`src/design/assert_macros.svh`:
```
// Assertion helpers shared by the RTL.
`ifndef ASSERT_MACROS_SVH
`define ASSERT_MACROS_SVH

`ifndef SYNTHESIS
`define RLPS_ASSERT(lbl, clk, rst_n, prop, msg) \
    lbl: assert property (@(posedge clk) disable iff (!rst_n) prop) else $error(msg);
`define RLPS_ASSERT_NEXT(lbl, clk, rst_n, ante, cons, msg) \
    lbl: assert property (@(posedge clk) disable iff (!rst_n) (ante) |=> (cons)) \
        else $error(msg);
`else
`define RLPS_ASSERT(lbl, clk, rst_n, prop, msg)
`define RLPS_ASSERT_NEXT(lbl, clk, rst_n, ante, cons, msg)
`endif

`endif

```
`src/design/rlps_pkg.sv`:
```
package rlps_pkg;

    localparam int PIXEL_BITS_DEFAULT  = 24;
    localparam int COLOR_BITS          = 24;
    localparam int SEG_W               = 8;
    localparam int UNIT_W              = 10;
    localparam logic [SEG_W-1:0] SEGMENT_UNITS_RESET = 8'd8;

    typedef enum logic {
        CMD_TICK = 1'b0,
        CMD_LOAD = 1'b1
    } t_command;

    typedef struct packed {
        t_command   command;
        logic [7:0] red;
        logic [7:0] green;
        logic [7:0] blue;
    } t_item;

    typedef struct packed {
        logic line_level;
        logic busy_res;
        logic load_rejected;
        logic frame_done;
    } t_result;

endpackage

```
`src/design/rlps_in_stage.sv`:
```
module rlps_in_stage (
    input  logic            i_clk,
    input  logic            i_rst_n,
    input  logic            i_valid,
    output logic            o_ready,
    input  rlps_pkg::t_item i_item,
    output logic            o_valid,
    input  logic            i_take,
    output rlps_pkg::t_item o_item
);

    logic            r_valid;
    rlps_pkg::t_item r_item;

    // a held item leaves in the same cycle a new one comes in
    assign o_ready = !r_valid || i_take;
    assign o_valid = r_valid;
    assign o_item  = r_item;

    always_ff @(posedge i_clk) begin
        if (!i_rst_n) begin
            r_valid <= 1'b0;
        end else if (o_ready) begin
            r_valid <= i_valid;
        end
    end

    always_ff @(posedge i_clk) begin
        if (o_ready && i_valid) begin
            r_item <= i_item;
        end
    end

endmodule

```
`src/design/rlps_encoder.sv`:
```
module rlps_encoder #(
    parameter int PIXEL_BITS = rlps_pkg::PIXEL_BITS_DEFAULT
) (
    input  logic                         i_clk,
    input  logic                         i_rst_n,
    input  logic                         i_fire,
    input  rlps_pkg::t_item              i_item,
    input  logic [rlps_pkg::SEG_W-1:0]   i_segment_units,
    output rlps_pkg::t_result            o_result
);

    localparam int BIT_W = $clog2(PIXEL_BITS);
    localparam int SEG_W = rlps_pkg::SEG_W;
    localparam int UNIT_W = rlps_pkg::UNIT_W;
    localparam int CW = rlps_pkg::COLOR_BITS;

    logic [PIXEL_BITS-1:0] r_shift, n_shift;
    logic [BIT_W-1:0]      r_bit_index, n_bit_index;
    logic [UNIT_W-1:0]     r_unit_count, n_unit_count;
    logic                  r_sending, n_sending;

    logic [SEG_W-1:0]         w_seg;
    logic [UNIT_W-1:0]        w_bit_len;
    logic [UNIT_W-1:0]        w_high_len;
    logic [UNIT_W-1:0]        w_unit_inc;
    logic                     w_bit_end;
    logic                     w_last_bit;
    logic [PIXEL_BITS+CW-1:0] w_color_ext;

    assign w_seg      = (i_segment_units == '0) ? SEG_W'(1) : i_segment_units;
    assign w_bit_len  = {w_seg, 2'b00};
    assign w_high_len = r_shift[PIXEL_BITS-1] ? {1'b0, w_seg, 1'b0} : {2'b00, w_seg};
    assign w_unit_inc = r_unit_count + UNIT_W'(1);
    assign w_bit_end  = (w_unit_inc >= w_bit_len);
    assign w_last_bit = (r_bit_index == BIT_W'(PIXEL_BITS - 1));
    // green, red, blue; fit into the pixel word from the low end
    assign w_color_ext = {{PIXEL_BITS{1'b0}}, i_item.green, i_item.red, i_item.blue};

    always_comb begin
        n_shift      = r_shift;
        n_bit_index  = r_bit_index;
        n_unit_count = r_unit_count;
        n_sending    = r_sending;
        o_result     = '0;
        case (i_item.command)
            rlps_pkg::CMD_LOAD: begin
                o_result.busy_res      = 1'b1;
                o_result.load_rejected = r_sending;
                if (!r_sending) begin
                    n_shift      = w_color_ext[PIXEL_BITS-1:0];
                    n_bit_index  = '0;
                    n_unit_count = '0;
                    n_sending    = 1'b1;
                end
            end
            default: begin
                if (r_sending) begin
                    o_result.busy_res   = 1'b1;
                    o_result.line_level = (r_unit_count < w_high_len);
                    n_unit_count        = w_unit_inc;
                    if (w_bit_end) begin
                        n_unit_count = '0;
                        n_shift      = {r_shift[PIXEL_BITS-2:0], 1'b0};
                        n_bit_index  = r_bit_index + BIT_W'(1);
                        if (w_last_bit) begin
                            n_bit_index         = '0;
                            n_sending           = 1'b0;
                            o_result.frame_done = 1'b1;
                        end
                    end
                end
            end
        endcase
    end

    always_ff @(posedge i_clk) begin
        if (!i_rst_n) begin
            r_bit_index  <= '0;
            r_unit_count <= '0;
            r_sending    <= 1'b0;
        end else if (i_fire) begin
            r_bit_index  <= n_bit_index;
            r_unit_count <= n_unit_count;
            r_sending    <= n_sending;
        end
    end

    always_ff @(posedge i_clk) begin
        if (i_fire) begin
            r_shift <= n_shift;
        end
    end

endmodule

```
`src/design/rgb_led_pulse_serializer_core.sv`:
```
// Pulse-width serializer for a single-wire RGB LED.
//
// Input channel (i_in_valid / o_in_ready): one item per transfer. A tick
// (i_command = 0) is one time unit of the LED waveform; a load (i_command = 1)
// latches green, red, blue and starts a PIXEL_BITS-bit frame, MSB first. A
// load seen while a frame is running is dropped and flagged in o_load_rejected.
// Output channel (o_out_valid / i_out_ready): exactly one result per item:
// line level for that unit, busy, rejected and frame-done flags.
// Each bit is four segments of i_cfg_wdata time units (0 acts as 1); a one is
// two segments high, a zero one segment high. Write the register only idle.
//
// Throughput: one item per cycle while the receiver does not stall; an item
// passes through the input register, then the result register, and the encoder
// state update is add/compare logic between the two registers.
// A stalled receiver holds the result; one more item waits in the input
// register, after which o_in_ready drops until the output drains.
// Reset: idle, segment length 8, both stages empty; the result is not reset.
`include "assert_macros.svh"

module rgb_led_pulse_serializer_core #(
    parameter int PIXEL_BITS = rlps_pkg::PIXEL_BITS_DEFAULT
) (
    input  logic                       i_clk,
    input  logic                       i_rst_n,
    input  logic                       i_cfg_we,
    input  logic [rlps_pkg::SEG_W-1:0] i_cfg_wdata,
    input  logic                       i_in_valid,
    output logic                       o_in_ready,
    input  logic                       i_command,
    input  logic [7:0]                 i_red,
    input  logic [7:0]                 i_green,
    input  logic [7:0]                 i_blue,
    output logic                       o_out_valid,
    input  logic                       i_out_ready,
    output logic                       o_line_level,
    output logic                       o_busy_res,
    output logic                       o_load_rejected,
    output logic                       o_frame_done
);

    logic [rlps_pkg::SEG_W-1:0] r_segment_units;
    logic                       r_out_valid;
    rlps_pkg::t_result          r_result;

    rlps_pkg::t_item   w_in_item;
    rlps_pkg::t_item   w_held_item;
    rlps_pkg::t_result w_result;
    logic              w_held_valid;
    logic              w_fire;

    assign w_in_item.command = rlps_pkg::t_command'(i_command);
    assign w_in_item.red     = i_red;
    assign w_in_item.green   = i_green;
    assign w_in_item.blue    = i_blue;

    assign w_fire = w_held_valid && (!r_out_valid || i_out_ready);

    always_ff @(posedge i_clk) begin
        if (!i_rst_n) begin
            r_segment_units <= rlps_pkg::SEGMENT_UNITS_RESET;
        end else if (i_cfg_we) begin
            r_segment_units <= i_cfg_wdata;
        end
    end

    rlps_in_stage u_in_stage (
        .i_clk   (i_clk),
        .i_rst_n (i_rst_n),
        .i_valid (i_in_valid),
        .o_ready (o_in_ready),
        .i_item  (w_in_item),
        .o_valid (w_held_valid),
        .i_take  (w_fire),
        .o_item  (w_held_item)
    );

    rlps_encoder #(
        .PIXEL_BITS (PIXEL_BITS)
    ) u_encoder (
        .i_clk           (i_clk),
        .i_rst_n         (i_rst_n),
        .i_fire          (w_fire),
        .i_item          (w_held_item),
        .i_segment_units (r_segment_units),
        .o_result        (w_result)
    );

    always_ff @(posedge i_clk) begin
        if (!i_rst_n) begin
            r_out_valid <= 1'b0;
        end else if (w_fire) begin
            r_out_valid <= 1'b1;
        end else if (i_out_ready) begin
            r_out_valid <= 1'b0;
        end
    end

    always_ff @(posedge i_clk) begin
        if (w_fire) begin
            r_result <= w_result;
        end
    end

    assign o_out_valid     = r_out_valid;
    assign o_line_level    = r_result.line_level;
    assign o_busy_res      = r_result.busy_res;
    assign o_load_rejected = r_result.load_rejected;
    assign o_frame_done    = r_result.frame_done;

    `RLPS_ASSERT_NEXT(a_fire_gives_result, i_clk, i_rst_n, w_fire, o_out_valid,
        "item moved but no result")
    `RLPS_ASSERT(a_no_accept_when_full, i_clk, i_rst_n,
        (w_held_valid && r_out_valid && !i_out_ready) |-> !o_in_ready,
        "accepted while both stages full")
    `RLPS_ASSERT(a_done_ends_low, i_clk, i_rst_n,
        (o_out_valid && o_frame_done) |-> (o_busy_res && !o_line_level && !o_load_rejected),
        "frame end not in low phase")
    `RLPS_ASSERT(a_reject_is_busy, i_clk, i_rst_n,
        (o_out_valid && o_load_rejected) |-> (o_busy_res && !o_line_level),
        "rejected load not reported busy")

endmodule

```
`config.mk`:
```
export PLATFORM = sky130hd
export DESIGN_NAME = rgb_led_pulse_serializer_core
export DESIGN_NICKNAME = d
export VERILOG_FILES = /design/src/design/rlps_pkg.sv /design/src/design/rlps_in_stage.sv /design/src/design/rlps_encoder.sv /design/src/design/rgb_led_pulse_serializer_core.sv
export VERILOG_INCLUDE_DIRS = /design/src /design/src/design
export SDC_FILE = /design/constraint.sdc
export NUM_CORES = 1
export LEC_CHECK = 0
export BUFFER_PORTS_ARGS = -buffer_cell sky130_fd_sc_hd__buf_4
export CAP_MARGIN = 15
export CORE_MARGIN = 2
export CORE_UTILIZATION = 45
export DETAILED_ROUTE_END_ITERATION = 10
export GPL_TIMING_DRIVEN = 0
export PLACE_DENSITY = 0.71
export RECOVER_POWER = 50
export SLEW_MARGIN = 40
export SYNTH_ARGS = -nofsm -noshare
export SYNTH_HDL_FRONTEND = slang
export SYNTH_SLANG_ARGS = --single-unit
```
`constraint.sdc`:
```
create_clock -name i_clk -period 4.5 [get_ports i_clk]
set_input_delay 0.45 -clock i_clk [delete_from_list [all_inputs] [get_ports i_clk]]
set_output_delay 0.45 -clock i_clk [all_outputs]
set_load 0.05 [all_outputs]
```
==> flow_summary_export.csv <==
group,metric,value,unit
final_layout,areaGrowthSynthToFinish,17.0,%
yosys,synth_nets,367,
yosys,yosysUniqueCellTypes,48,
outcome,outcome,"finished with violations",
final_layout,antenna_cells,0,
sta,fin_tns_setup,0,ps
global_routing,grtUsageTotal,0.165,
critical_path,rrSetupSlack,940,ps
critical_path,arrival,3540,ps
critical_path,crit_fanout,24,
power_and_ir_drop,peakVddDrop,0.295,mV
yosys,synth_edf_count,53,
routing,ant_nets,0,
yosys,synth-seq-area-share,0.574,
sta,final_max_slew_viol_count,26,
sta,layout_min_cycle_time,3560,ps
sta,period_share,0.790,
power_and_ir_drop,clkPwrFrac,0.361,
power_and_ir_drop,p_sw_frac,0.231,
yosys,yosys_warnings,0,
sta,skew,11.0,ps
placed_design,dpl.hpwl,4.91,mm
routing,via_per_inst,5.27,
min_path,worstHoldStart,"i_green[4]",
cts,cts_buffers,9,
final_layout,fin_cells,469,
die,rows,32,
placed_design,gp_congestion,0.850,
routing,first_pass_iters,4,
sta,max_freq,0.281,GHz
die,dieArea,8920,um2
sta,report.final.setup_viol,0,
outcome,failed_checks,"max-capacitance violations, max-slew violations",
power_and_ir_drop,p_sw,0.342,mW
routing,drt-total-wl,6.71,mm
cts,clock-root-buffer,"clkbuf_8",
global_routing,grt_antenna_before_repair,0,
sta,worst_pin_slew,1580,ps
sta,hold_viol,0,
min_path,hp-class,"in -> reg",
die,ioPinCount,44,
critical_path,critPathBufInv,2,
min_path,holdPathStages,1,
yosys,synth_area,3680,um2
cts,cts_tree,"yes",
power_and_ir_drop,internal_power,1.14,mW
critical_path,startpoint_type,"flip-flop",
die,core_area,7810,um2
critical_path,r2r-end,"u_encoder.r_shift[5]",
global_routing,overflow,0,
cts,h-tree-depth,3,
critical_path,reg2reg_depth,12,
cts,cts.sinks,79,
sta,rsz0062_at_grt,"no",
final_layout,drive_gt1_frac,0.223,
global_routing,grt_max_degree,26,
power_and_ir_drop,leakage,1.62,nW
critical_path,worstPathCellList,"nand3_1, nor3_1, nand4_1, xnor2_1, ha_1, nand2_1, o21ai_0, nor2_1, and4_1, buf_6, or2_1, inv_2",
critical_path,cp_slowest_cell,"nor3_1",
job,max_cap_viol_count,1,
routing,via_count,2472,
cts,clk_pin_slew,80,ps
final_layout,n_fill_cell,675,
die,die_w,94.4,um
critical_path,crit_family,"simple AND/OR/NAND/NOR gates",
yosys,synth_ff_type,"edfxtp_1",
final_layout,nNetsFinal,420,
routing,drtIter0Drc,107,
global_routing,grt_first_pass_wirelength,11.3,mm
routing,drc_errors,0,
power_and_ir_drop,pwr-share-comb,0.087,
yosys,synth_seq_cells,79,
yosys,async_reset_ff_frac,0,
min_path,min_to,"u_in_stage.o_item[12]",
placed_design,place_inst,453,
yosys,syn_inst,309,
die,die_y,94.4,um
placed_design,port_buffers,42,
sta,max-slew-margin-rel,-0.0522,
critical_path,endpoint_kind,"flip-flop",
cts,cts-resized-gates,0,
yosys,syn_area_per_cell,11.9,um2
cts,clock_latency,350,ps
power_and_ir_drop,seqPwrFrac,0.551,
cts,hold_buffers,0,
sta,holdWs,298,ps
critical_path,crit_required,4480,ps
cts,cts_buffer_depth,2,
critical_path,crit_type,"reg -> reg",
cts,post_cts_buffers,0,
global_routing,first_global_vias,2467,
critical_path,r2r_start,"u_encoder.r_unit_count[2]",
routing,wl_per_cell,14.3,um
die,initial_core_util,0.471,
power_and_ir_drop,p_per_area,344,nW/um2
critical_path,cpPeakStageDelay,480,ps
cells in the mapped netlist (3+ instances only):
library cell	count	area [um2]
mux2_2	23	259
nor2_1	19	71.3
ha_1	20	250
nor3_1	4	20.0
dfxtp_1	26	521
clkbuf_1	8	30.0
nand2_1	33	124
mux2i_1	13	130
o22ai_1	6	37.5
o21ai_0	8	40.0
nand4_1	5	31.3
nor2b_1	3	18.8
and2_1	4	25.0
edfxtp_1	53	1590
a21oi_1	13	65.1
nand3_1	10	50.1
a31oi_1	8	50.1
inv_1	21	78.8
registers in the layout (all words and copies together) (netlist names):
register                count
o_busy_res                  1
o_frame_done                1
o_line_level                1
o_load_rejected             1
o_out_valid                 1
r_segment_units             8
u_encoder.r_bit_index       5
u_encoder.r_sending         1
u_encoder.r_shift          24
u_encoder.r_unit_count     10
u_in_stage.o_item          25
u_in_stage.o_valid          1
layer usage:
layer / wire, um / up-vias / share of wire / GRT usage
met2: 3280 / 59 / 0.49 / 0.273
li1: - / 1239 / - / -
met5: 0 / - / 0 / 0
met1: 3040 / 1161 / 0.45 / 0.211
met4: 118 / 0 / 0.018 / 0.0725
met3: 274 / 13 / 0.041 / 0.0335
how the worst max path moves through the flow:
| stage | slack, ps | startpoint | cells after the start | endpoint |
|---|---|---|---|---|
| after floorplan | 1210 | u_encoder.r_unit_count[0] | 13 | u_encoder.r_shift[0] |
| after global placement | 700 | u_encoder.r_unit_count[2] | 12 | u_encoder.r_shift[12] |
| after detailed placement | 930 | u_encoder.r_unit_count[2] | 12 | u_encoder.r_shift[9] |
| after CTS | 910 | u_encoder.r_unit_count[2] | 12 | u_encoder.r_shift[7] |
| after global routing | 650 | u_encoder.r_unit_count[2] | 12 | u_encoder.r_shift[7] |
| final | 940 | u_encoder.r_unit_count[2] | 12 | u_encoder.r_shift[5] |
cell usage in the layout, fill, tap and decap left out, types with 15 or more instances in the layout:
master    Yosys  layout
nand2_1      33      33
mux2_2       23      23
clkbuf_4      0      25
nor2_1       19      19
inv_1        21      20
dfxtp_1      26      26
edfxtp_1     53      53
clkbuf_1      8      15
ha_1         20      20
final cells by class:
class,instances,area [um2],share of cell area
flip-flops and latches,79,2110,0.491
multi-input cells,197,1440,0.333
repair buffers,42,293,0.0680
clock buffers,10,138,0.0320
well taps,102,128,0.0296
inverters,22,82.6,0.0192
clock inverters,6,67.6,0.0157
plain buffers,11,50.0,0.0116
worst register-to-register path, delay by kind of cell, from the launching register on:
family,cells,cell delay (ps)
AO/OA/AOI/OAI,1,230
XOR/XNOR,1,190
adder cells (fa/ha/maj),1,320
buffers and inverters,2,540
flip-flops,1,460
AND/OR/NAND/NOR,7,1460
power groups by stage:
| stage | Clock [mW] | Sequential (mW) | Combinational, mW |
|---|---|---|---|
| 2_1_floorplan | 0 | 0.835 | 0.0796 |
| 3_3_place_gp | 0 | 0.831 | 0.130 |
| 3_5_place_dp | 0 | 0.832 | 0.135 |
| 4_1_cts | 0.553 | 0.816 | 0.135 |
| 5_1_grt | 0.577 | 0.818 | 0.147 |
| 6_report | 0.534 | 0.816 | 0.129 |
metrics by stage:
| step | area, um2 | setup WS [ps] | power, mW | util |
|---|---|---|---|---|
| CTS | 4330 | 911 | 1.50 | 0.554 |
| floorplan | 3680 | 1210 | 0.914 | - |
| global route | 4310 | 655 | 1.54 | 0.551 |
| global placement | 4120 | 704 | 0.961 | 0.528 |
| finish | 4310 | 945 | 1.48 | 0.551 |
| detailed placement | 4120 | 934 | 0.966 | 0.528 |
cell families (layout without fill, tap and decap cells):
| group | after synthesis | count (layout) | share of synthesized area |
|---|---|---|---|
| buffers and inverters | 33 | 91 | 0.0360 |
| XOR/XNOR | 4 | 4 | 0.0146 |
| AND/OR/NAND/NOR | 88 | 88 | 0.115 |
| AO/OA/AOI/OAI | 48 | 48 | 0.0833 |
| flip-flops | 79 | 79 | 0.574 |
| multiplexers | 36 | 36 | 0.106 |
| adder cells (fa/ha/maj) | 21 | 21 | 0.0711 |
Power figures use the tool's default switching activity.
